===== src/rtl/tepq_pkg.sv =====
package tepq_pkg;

   // input mode codes
   typedef enum logic [1:0] {
      MODE_ADD_REL = 2'd0,
      MODE_ADD_ABS = 2'd1,
      MODE_TICK    = 2'd2
   } mode_type;

   // result kind codes
   typedef enum logic {
      KIND_FIRED   = 1'b0,
      KIND_DROPPED = 1'b1
   } kind_type;

   // classified operation handed from front to back
   typedef enum logic {
      OP_ADD  = 1'b0,
      OP_TICK = 1'b1
   } op_type;

   typedef enum logic {
      ST_IDLE = 1'b0,
      ST_TICK = 1'b1
   } state_type;

   // time holds the wake time for an add and the current time for a tick
   typedef struct packed {
      op_type      op;
      logic [15:0] target;
      logic [7:0]  evtype;
      logic [31:0] time_ms;
   } cmd_type;

   typedef struct packed {
      logic [31:0] wake;
      logic [15:0] target;
      logic [7:0]  evtype;
   } entry_type;

   // most results one tick releases
   localparam int MAX_OUT = 16;
   localparam int EMIT_W = $clog2(MAX_OUT);

   // slots of the command queue between front and back (power of two)
   localparam int CMD_SLOTS = 2;
   localparam int CMD_PTR_W = $clog2(CMD_SLOTS);
   localparam int CMD_CNT_W = $clog2(CMD_SLOTS + 1);

endpackage


===== src/rtl/tepq_front.sv =====
module tepq_front (
   input  logic              clock,
   input  logic              reset,
   input  logic              req_valid,
   output logic              req_ready,
   input  logic [1:0]        req_mode,
   input  logic [15:0]       req_target_id,
   input  logic [7:0]        req_event_type,
   input  logic [31:0]       req_time_value,
   input  logic [31:0]       req_now_ms,
   output logic              cmd_valid,
   input  logic              cmd_ready,
   output tepq_pkg::cmd_type cmd
);

   logic              cmd_valid_ff;
   logic              cmd_valid_in;
   tepq_pkg::cmd_type cmd_ff;
   tepq_pkg::cmd_type cmd_in;
   logic              accept;

   assign req_ready = !cmd_valid_ff || cmd_ready;
   assign accept    = req_valid && req_ready;
   assign cmd_valid = cmd_valid_ff;
   assign cmd       = cmd_ff;

   always_comb begin
      cmd_valid_in = cmd_valid_ff && !cmd_ready;
      cmd_in       = cmd_ff;
      if (accept) begin
         cmd_in.target = req_target_id;
         cmd_in.evtype = req_event_type;
         unique case (tepq_pkg::mode_type'(req_mode))
            tepq_pkg::MODE_ADD_REL: begin
               cmd_valid_in   = 1'b1;
               cmd_in.op      = tepq_pkg::OP_ADD;
               // wraps modulo 2^32
               cmd_in.time_ms = req_now_ms + req_time_value;
            end
            tepq_pkg::MODE_ADD_ABS: begin
               cmd_valid_in   = 1'b1;
               cmd_in.op      = tepq_pkg::OP_ADD;
               cmd_in.time_ms = req_time_value;
            end
            tepq_pkg::MODE_TICK: begin
               cmd_valid_in   = 1'b1;
               cmd_in.op      = tepq_pkg::OP_TICK;
               cmd_in.time_ms = req_now_ms;
            end
            default: begin
               // unused mode: transaction taken and dropped
               cmd_valid_in = 1'b0;
            end
         endcase
      end
   end

   always_ff @(posedge clock) begin
      if (reset) begin
         cmd_valid_ff <= 1'b0;
      end else begin
         cmd_valid_ff <= cmd_valid_in;
      end
      cmd_ff <= cmd_in;
   end

endmodule


===== src/rtl/tepq_queue.sv =====
module tepq_queue (
   input  logic              clock,
   input  logic              reset,
   input  logic              push_valid,
   output logic              push_ready,
   input  tepq_pkg::cmd_type push_cmd,
   output logic              pop_valid,
   input  logic              pop_ready,
   output tepq_pkg::cmd_type pop_cmd
);

   tepq_pkg::cmd_type                     slot_ff [tepq_pkg::CMD_SLOTS];
   logic [tepq_pkg::CMD_PTR_W-1:0]        wr_ptr_ff;
   logic [tepq_pkg::CMD_PTR_W-1:0]        wr_ptr_in;
   logic [tepq_pkg::CMD_PTR_W-1:0]        rd_ptr_ff;
   logic [tepq_pkg::CMD_PTR_W-1:0]        rd_ptr_in;
   logic [tepq_pkg::CMD_CNT_W-1:0]        count_ff;
   logic [tepq_pkg::CMD_CNT_W-1:0]        count_in;
   logic                                  do_push;
   logic                                  do_pop;

   assign push_ready = count_ff != tepq_pkg::CMD_CNT_W'(tepq_pkg::CMD_SLOTS);
   assign pop_valid  = count_ff != '0;
   assign pop_cmd    = slot_ff[rd_ptr_ff];
   assign do_push    = push_valid && push_ready;
   assign do_pop     = pop_valid && pop_ready;

   always_comb begin
      wr_ptr_in = do_push ? wr_ptr_ff + 1'b1 : wr_ptr_ff;
      rd_ptr_in = do_pop ? rd_ptr_ff + 1'b1 : rd_ptr_ff;
      count_in  = count_ff;
      if (do_push && !do_pop) begin
         count_in = count_ff + 1'b1;
      end else if (do_pop && !do_push) begin
         count_in = count_ff - 1'b1;
      end
   end

   always_ff @(posedge clock) begin
      if (reset) begin
         wr_ptr_ff <= '0;
         rd_ptr_ff <= '0;
         count_ff  <= '0;
      end else begin
         wr_ptr_ff <= wr_ptr_in;
         rd_ptr_ff <= rd_ptr_in;
         count_ff  <= count_in;
      end
   end

   always_ff @(posedge clock) begin
      if (do_push) begin
         slot_ff[wr_ptr_ff] <= push_cmd;
      end
   end

endmodule


===== src/rtl/tepq_back.sv =====
module tepq_back #(
   parameter int QUEUE_DEPTH = 16
) (
   input  logic              clock,
   input  logic              reset,
   input  logic              cmd_valid,
   output logic              cmd_ready,
   input  tepq_pkg::cmd_type cmd,
   output logic              rsp_valid,
   input  logic              rsp_ready,
   output logic              rsp_kind,
   output logic [15:0]       rsp_out_target,
   output logic [7:0]        rsp_out_type,
   output logic              rsp_last
);

   localparam int CNT_W = $clog2(QUEUE_DEPTH + 1);

   tepq_pkg::entry_type         entry_ff [QUEUE_DEPTH];
   tepq_pkg::entry_type         entry_in [QUEUE_DEPTH];
   logic [CNT_W-1:0]            count_ff;
   logic [CNT_W-1:0]            count_in;
   tepq_pkg::state_type         state_ff;
   tepq_pkg::state_type         state_in;
   logic [31:0]                 now_ff;
   logic [31:0]                 now_in;
   logic [tepq_pkg::EMIT_W-1:0] emit_ff;
   logic [tepq_pkg::EMIT_W-1:0] emit_in;
   logic [QUEUE_DEPTH-1:0]      later;
   logic                        out_free;
   logic                        due;
   logic                        tick_last;

   logic                        rsp_valid_ff;
   logic                        rsp_valid_in;
   logic                        load;
   tepq_pkg::kind_type          kind_ff;
   tepq_pkg::kind_type          kind_in;
   logic [15:0]                 target_ff;
   logic [15:0]                 target_in;
   logic [7:0]                  type_ff;
   logic [7:0]                  type_in;
   logic                        last_ff;
   logic                        last_in;

   assign out_free       = !rsp_valid_ff || rsp_ready;
   assign rsp_valid      = rsp_valid_ff;
   assign rsp_kind       = kind_ff;
   assign rsp_out_target = target_ff;
   assign rsp_out_type   = type_ff;
   assign rsp_last       = last_ff;

   // valid entries that sort behind the incoming wake time
   always_comb begin
      for (int i = 0; i < QUEUE_DEPTH; i++) begin
         later[i] = (CNT_W'(i) < count_ff) && (entry_ff[i].wake > cmd.time_ms);
      end
   end

   assign due       = (count_ff != '0) && (entry_ff[0].wake <= now_ff);
   assign tick_last = (emit_ff == tepq_pkg::EMIT_W'(tepq_pkg::MAX_OUT - 1))
                      || (count_ff == CNT_W'(1)) || (entry_ff[1].wake > now_ff);

   always_comb begin
      state_in  = state_ff;
      count_in  = count_ff;
      entry_in  = entry_ff;
      now_in    = now_ff;
      emit_in   = emit_ff;
      cmd_ready = 1'b0;
      load      = 1'b0;
      kind_in   = tepq_pkg::KIND_FIRED;
      target_in = entry_ff[0].target;
      type_in   = entry_ff[0].evtype;
      last_in   = tick_last;
      unique case (state_ff)
         tepq_pkg::ST_IDLE: begin
            if (cmd_valid) begin
               unique case (cmd.op)
                  tepq_pkg::OP_ADD: begin
                     if (count_ff == CNT_W'(QUEUE_DEPTH)) begin
                        if (out_free) begin
                           cmd_ready = 1'b1;
                           load      = 1'b1;
                           kind_in   = tepq_pkg::KIND_DROPPED;
                           target_in = cmd.target;
                           type_in   = cmd.evtype;
                           last_in   = 1'b1;
                        end
                     end else begin
                        cmd_ready = 1'b1;
                        count_in  = count_ff + 1'b1;
                        for (int i = 0; i < QUEUE_DEPTH; i++) begin
                           if (i > 0 && later[(i > 0) ? i - 1 : 0]) begin
                              entry_in[i] = entry_ff[(i > 0) ? i - 1 : 0];
                           end else if ((i == 0 || !later[(i > 0) ? i - 1 : 0]) &&
                                        (later[i] || CNT_W'(i) == count_ff)) begin
                              entry_in[i].wake   = cmd.time_ms;
                              entry_in[i].target = cmd.target;
                              entry_in[i].evtype = cmd.evtype;
                           end
                        end
                     end
                  end
                  tepq_pkg::OP_TICK: begin
                     cmd_ready = 1'b1;
                     now_in    = cmd.time_ms;
                     emit_in   = '0;
                     state_in  = tepq_pkg::ST_TICK;
                  end
               endcase
            end
         end
         tepq_pkg::ST_TICK: begin
            if (!due) begin
               state_in = tepq_pkg::ST_IDLE;
            end else if (out_free) begin
               load     = 1'b1;
               count_in = count_ff - 1'b1;
               emit_in  = emit_ff + 1'b1;
               for (int i = 0; i < QUEUE_DEPTH - 1; i++) begin
                  entry_in[i] = entry_ff[i + 1];
               end
               if (tick_last) begin
                  state_in = tepq_pkg::ST_IDLE;
               end
            end
         end
      endcase
   end

   assign rsp_valid_in = load || (rsp_valid_ff && !rsp_ready);

   always_ff @(posedge clock) begin
      if (reset) begin
         state_ff     <= tepq_pkg::ST_IDLE;
         count_ff     <= '0;
         rsp_valid_ff <= 1'b0;
      end else begin
         state_ff     <= state_in;
         count_ff     <= count_in;
         rsp_valid_ff <= rsp_valid_in;
      end
   end

   always_ff @(posedge clock) begin
      entry_ff <= entry_in;
      now_ff   <= now_in;
      emit_ff  <= emit_in;
      if (load) begin
         kind_ff   <= kind_in;
         target_ff <= target_in;
         type_ff   <= type_in;
         last_ff   <= last_in;
      end
   end

endmodule


===== src/rtl/timed_event_priority_queue_unit.sv =====
// channel  direction  fields                                            handshake
// req      in         mode, target_id, event_type, time_value, now_ms   req_valid / req_ready
// rsp      out        kind, out_target, out_type, last                  rsp_valid / rsp_ready
//
// an add passes the front register and the command queue, then is inserted in
// the sorted shift chain
// a tick sets the current time and enters the tick state, then releases
// due events as rsp_ready allows (up to 16), or ends with no result if none is due
// reset clears the entry count and the queues; stored entries need no clearing
// the front keeps taking transactions while the back waits on rsp_ready,
// until the two-slot command queue and the front register fill
module timed_event_priority_queue_unit #(
   parameter int QUEUE_DEPTH = 16
) (
   input  logic        clock,
   input  logic        reset,
   input  logic        req_valid,
   output logic        req_ready,
   input  logic [1:0]  req_mode,
   input  logic [15:0] req_target_id,
   input  logic [7:0]  req_event_type,
   input  logic [31:0] req_time_value,
   input  logic [31:0] req_now_ms,
   output logic        rsp_valid,
   input  logic        rsp_ready,
   output logic        rsp_kind,
   output logic [15:0] rsp_out_target,
   output logic [7:0]  rsp_out_type,
   output logic        rsp_last
);

   logic              front_valid;
   logic              front_ready;
   tepq_pkg::cmd_type front_cmd;
   logic              back_valid;
   logic              back_ready;
   tepq_pkg::cmd_type back_cmd;

   tepq_front u_front (
      .clock          (clock),
      .reset          (reset),
      .req_valid      (req_valid),
      .req_ready      (req_ready),
      .req_mode       (req_mode),
      .req_target_id  (req_target_id),
      .req_event_type (req_event_type),
      .req_time_value (req_time_value),
      .req_now_ms     (req_now_ms),
      .cmd_valid      (front_valid),
      .cmd_ready      (front_ready),
      .cmd            (front_cmd)
   );

   tepq_queue u_queue (
      .clock      (clock),
      .reset      (reset),
      .push_valid (front_valid),
      .push_ready (front_ready),
      .push_cmd   (front_cmd),
      .pop_valid  (back_valid),
      .pop_ready  (back_ready),
      .pop_cmd    (back_cmd)
   );

   tepq_back #(
      .QUEUE_DEPTH (QUEUE_DEPTH)
   ) u_back (
      .clock          (clock),
      .reset          (reset),
      .cmd_valid      (back_valid),
      .cmd_ready      (back_ready),
      .cmd            (back_cmd),
      .rsp_valid      (rsp_valid),
      .rsp_ready      (rsp_ready),
      .rsp_kind       (rsp_kind),
      .rsp_out_target (rsp_out_target),
      .rsp_out_type   (rsp_out_type),
      .rsp_last       (rsp_last)
   );

endmodule


===== config.mk =====
export PLATFORM = sky130hd
export DESIGN_NAME = timed_event_priority_queue_unit
export DESIGN_NICKNAME = d
export VERILOG_FILES = /design/src/rtl/tepq_pkg.sv /design/src/rtl/tepq_front.sv /design/src/rtl/tepq_queue.sv /design/src/rtl/tepq_back.sv /design/src/rtl/timed_event_priority_queue_unit.sv
export SDC_FILE = /design/constraint.sdc
export NUM_CORES = 2
export LEC_CHECK = 0
export BUFFER_PORTS_ARGS = -buffer_cell sky130_fd_sc_hd__buf_2
export CORE_MARGIN = 2
export CORE_UTILIZATION = 47
export DETAILED_ROUTE_END_ITERATION = 6
export SLEW_MARGIN = 20
export SYNTH_ARGS = -nofsm -noshare
export SYNTH_HDL_FRONTEND = slang
export SYNTH_HIERARCHICAL = 1
export SYNTH_SLANG_ARGS = --single-unit
export TNS_END_PERCENT = 50

===== constraint.sdc =====
create_clock -name clock -period 7.5 [get_ports clock]
set_clock_uncertainty 0.2 [all_clocks]
set_input_delay 0 -clock clock [delete_from_list [all_inputs] [get_ports clock]]
set_output_delay 0 -clock clock [all_outputs]
set_load 0.02 [all_outputs]

Word level (Yosys, flattened, before mapping)
Memories as Yosys holds them, arrays and structs flattened. A register that Yosys moved wholly into a read port is not among the register bits. Index checks and enable logic that the tools add are counted.

Bits in registers: 1027. Bits in latches: 0. Bits in writable memories: 114. ROM bits: 0. Input bits: 94. Output and inout bits: 28. Logic and storage cells: 354. Memories: 1.

Add/subtract/negate cells: 8. $mul: 0. Div/mod/pow operators: 0. $lt $le $gt $ge: 34. Eq/ne operators: 42. Shift operators: 0. Mux-type cells: 89. Bitwise operators: 3. Reductions and logical operators: 112.

Memory list: u_queue.slot_ff (depth 2, width 57, rd ports 1, clocked after memory_dff 1, wr ports 1, RTL line tepq_queue.sv:12) `tepq_pkg::cmd_type slot_ff [tepq_pkg::CMD_SLOTS];`.

Operators by type and width (number): 2-to-1 mux 896 bit (3); 2-to-1 mux 56 bit (31); 2-to-1 mux 840 bit (2); case mux 840 bit (2 select lines) (1); > comparator 32 bit (17); case mux 32 bit (3 select lines) (1); AND reduction 6 bit (15); 2-to-1 mux 16 bit (5); != test 3 x 1 -> 1 bit, second input constant (14); equality test 4 x 5 -> 1 bit, first input constant (8); less-than comparator 4 x 5 -> 1 bit, first input constant (8); 2-to-1 mux 8 bit (5); logical AND 1 bit (39); adder 32 bit (1); <= comparator 32 bit (1); 2-to-1 mux 5 bit (5); 2-to-1 mux 1 bit (24); zero test 1 bit (21); logical OR 1 bit (21); equality test 3 x 5 -> 1 bit, first input constant (4); less-than comparator 3 x 5 -> 1 bit, first input constant (4); 2-to-1 mux 4 bit (4); != test 2 bit, second input constant (6); equality test 2 x 5 -> 1 bit, first input constant (2); other kinds (31) (46).

Logic depth before layout (Yosys ltp)
Depth in word-level cells: 11. Depth in mapped cells: 15. Mapped depth without buffers: 11.

Cells and area by module
Netlist, hierarchy kept.

By module, submodules not included: tepq_back (instances 1, cells an instance 5846, area an instance 59428.2 um^2, seq. area each 28907.7 um^2); tepq_queue (instances 1, cells an instance 201, area an instance 4339.2 um^2, seq. area each 3523.4 um^2); tepq_front (instances 1, cells an instance 413, area an instance 4144.0 um^2, seq. area each 1731.7 um^2).

Least setup slack after synthesis
Ideal clock, no wire load.

Path type: flip-flop to flip-flop. Start point: register (tool-made name). End point: register u_back/entry_ff[504] (netlist bit) (enable). Library setup time: 0.503 ns. Data arrival time: 6.130 ns. Data required time: 6.797 ns. Path slack: 0.667 ns. Stages on the path, launching flop included: 15. Buffers on the path: 3. Clock period less this slack: 6.833 ns. Path through: dfxtp_1 > buf_4 > buf_6 > mux2_2 > inv_1 > ha_1 > nand3_1 > or4_1 > a21o_1 > o211ai_1 > a31oi_1 > nor3_2 > buf_2 > nor2_1 > a31oi_1.

RTL lines: end signal: assignment (RTL line tepq_back.sv:147) `entry_ff <= entry_in;`; end: declaration (RTL line tepq_back.sv:19) `tepq_pkg::entry_type entry_ff [QUEUE_DEPTH];`.

==> metrics.md <==
| Metric | Value |
|---|---|
| Placed Cells | approximately 8100 |
| Synthesis Warnings | 6 |
| Top cells by area, synth | edfxtp_1 (50%), ha_1 (11%), o211ai_1 (6.3%), nand2_1 (5.5%), nand3_1 (4.1%) |
| Slew Limit Fails | 0 |
| Hold WS | between 0.1 and 0.15 ns |
| Syn Std Cell Area | between 0.06 and 0.07 mm2 |
| Syn_area_per_cell | 10.5 um2 |
| Lkg Pwr | between 20 and 30 nW |
| Grt ovf | 0 |
| Max_cap viols | 0 |
| Die Ht | around 380 um |
| Final Core Density | between 50 and 60% |
| Post-DP HPWL | 161000 um |
| DR DRC count | 2 |
| Register area | 0.0342 mm2 |
| Vias in the first global route | ~54000 |
| Die area | 0.148 mm2 |
| Clk sinks | 1142 |
| Number of CTS-inserted buffers | about 140 |
| Critical path class | flop to flop |
| Largest net degree at the start of global routing | 190 |
| Setup WS post-layout | around 1.5 ns |
| VDD IR max | ~0.24 mV |
| Area growth syn-to-layout | 12.8% |
| Die span in x | roughly 380 um |
| Place WS | roughly 1.7 ns |
| Syn_nets | 7172 |
| Number of detailed-routing iterations run before antenna repair | 7 |
| Most used DFF post-synth | edfxtp_1 |
| Ys async rst share | 0% |
| Root Buffer | clkbuf_16 |
| Synth unique cells | 80 |
| Final min period | just under 6 ns |
| Final instance area | 0.0766 mm2 |
| Ports | 122 |
| GRT Util Overall | around a third |
| Core footprint | about 0.14 mm2 |
| Hold Path Class | input port to flop |
| Final wirelength | 247000 um |
| CP Capture Type | flop |
| Fin nets | roughly 7200 |
| Area of placed instances | between 0.07 and 0.08 mm2 |
| Final period utilization | between 70% and 80% |
| CTS clk-pin slew, worst paths | roughly 0.06 ns |
| Worst Path Arrival | ~6.2 ns |
| Synthesized instance count | around 6500 |
| CTS tree | done |
| Power per cell area | about 300 mW/mm2 |
| Top-count cell post-synth | edfxtp_1 |
| Count of final hold-check violations | 0 |
| Initial DRC Count | 7437 |
| Share of cells above drive strength 1 | roughly a tenth |
| Initial antenna violation count | 10 |
| Slew @ Worst Pin | roughly 1.2 ns |
| Max clock buf depth | 3 |
| Final setup fails | 0 |
| Filler instances | around 13000 |
| DR vias/cell | roughly 6.6 |
| Fin cells | 8544 |
| Crit-path max FO | 35 |
| Max Freq | 168 MHz |
| Multi-input logic area | ~0.032 mm2 |
| Slew headroom | 20.1% |
| First-pass GRT wire length | about 360000 um |
| Yosys top cell by area | edfxtp_1 |
| Via count | 56800 |
| Crit path launch type | flop |
| Seq/Total Area, Yosys | between 50% and 60% |
| Critical Path RT | ~7.7 ns |
| Setup TNS | 0 ns |
| Failing checks | DRC |
| Status | finished with violations |
| Routed Antenna Nets | 0 |
| H-tree depth reported by CTS | 4 |
| Skew-Pair Late Insertion Delay | between 0.8 and 0.9 ns |
| Number of synthesized register bits | about 1100 |
| Starting Density | a little under half |
| EDFF count, synth | between 1000 and 1500 |
| Synth top area share | approximately half |
| Port Buffers | approximately 120 |
| Synth top cells by count | edfxtp_1 (1129), nand2_1 (989), ha_1 (617), o211ai_1 (570), nand3_1 (556) |
| GPL Wtd Cong | 0.978 |
| Power, Total | approximately 23 mW |
| WL/cell | just under 30 um |
| Row count | roughly 140 |
| RSZ-0062 raised after global routing | false |
## timing repair
item                      4_1_cts  5_1_grt
hold buffers                  173        0
gates resized for setup         0        0
hold endpoints to repair      103        0
buffers inserted                0        0
## worst paths after layout
kind	startpoint	end	slack, ns	cells after the start
max	flop	u_back/entry_ff[813]	1.55	14
min	rsp_ready	u_back/rsp_valid	0.15	4
min reg2reg	u_front/cmd[56]	u_queue/slot_ff[0][56]	0.25	0
max reg2reg	flop	u_back/entry_ff[813]	1.55	14
## state kept, by name, indices dropped and copies added, names as in the netlist, named ones only
name / cells
u_back/rsp_kind: 1
u_queue/wr_ptr_ff: 1
u_back/rsp_last: 1
u_back/entry_ff: 896
u_back/rsp_valid: 1
u_back/state_ff: 1
u_queue/count_ff: 2
u_front/cmd: 57
u_front/cmd_valid: 1
u_back/count_ff: 5
u_back/emit_ff: 4
u_queue/rd_ptr_ff: 1
u_back/now_ff: 32
u_back/rsp_out_target: 16
u_queue/slot_ff: 114
u_back/rsp_out_type: 8
## cell families after synthesis
logic type               share of synthesized area (%)
AO/OA/AOI/OAI                                     17.5
adder cells (fa/ha/maj)                           11.4
flip-flops                                        50.3
AND/OR/NAND/NOR                                   14.2
buffers and inverters                             3.62
XOR/XNOR                                         0.490
multiplexers                                      2.46
## power by group
| part | total (mW) | leakage, nW | switching (mW) | internal (mW) |
|---|---|---|---|---|
| registers | 8.52 | 10.5 | 0.423 | 8.10 |
| logic | 8.16 | 14.3 | 5.57 | 2.59 |
| clock network | 6.71 | 2.15 | 2.89 | 3.82 |
## routing by layer
layer	share of wire [%]	GRT usage, %	up-vias
li1	-	-	25000
met1	42	46.3	28100
met2	45	50.1	3182
met3	9.5	6.03	524
met4	4.3	13.7	12
met5	0.032	0	-
## worst max-delay path, stage by stage, from the launching register on
cell and delay (ns):
dfxtp_2 0.66, buf_4 0.45, mux2_2 0.43, inv_1 0.46, buf_4 0.26, ha_1 0.16
a21oi_1 0.07, o21ai_0 0.55, a221oi_1 0.25, o31ai_1 0.11, o21ai_0 0.36, a21oi_4 0.39
a21oi_1 0.13, a31oi_4 0.26, buf_4 0.75
## final cells by class
type                    instances  share of cell area (%)
well taps                    1903                    3.11
flip-flops and latches       1142                    44.6
multi-input cells            4723                    41.4
clock buffers                 164                    4.61
clock inverters                84                    1.22
diodes                          5                  0.0163
inverters                     111                   0.544
repair buffers                412                    4.50
## layout by cell type, fill, tap and decap left out, types with 29 or more instances in the layout
cell,Yosys,final
nor4_1,40,40
mux2_4,29,29
edfxtp_1,1129,1129
o21ai_0,274,274
buf_4,3,100
nor2b_1,36,36
clkinv_1,0,32
nor2_1,149,146
o21ai_1,71,69
a211oi_1,40,40
a21oi_1,489,477
ha_1,617,616
a41oi_1,32,31
a221oi_1,37,37
nand4_1,123,123
mux2_2,109,109
nand3_1,556,555
nand2_1,989,988
inv_1,111,110
dlygate4sd3_1,0,173
clkbuf_16,0,137
buf_2,61,121
and2_1,115,115
o211ai_1,570,570
a21o_1,88,88
a32oi_1,60,60
No activity file was read; power rests on OpenSTA's default activity.
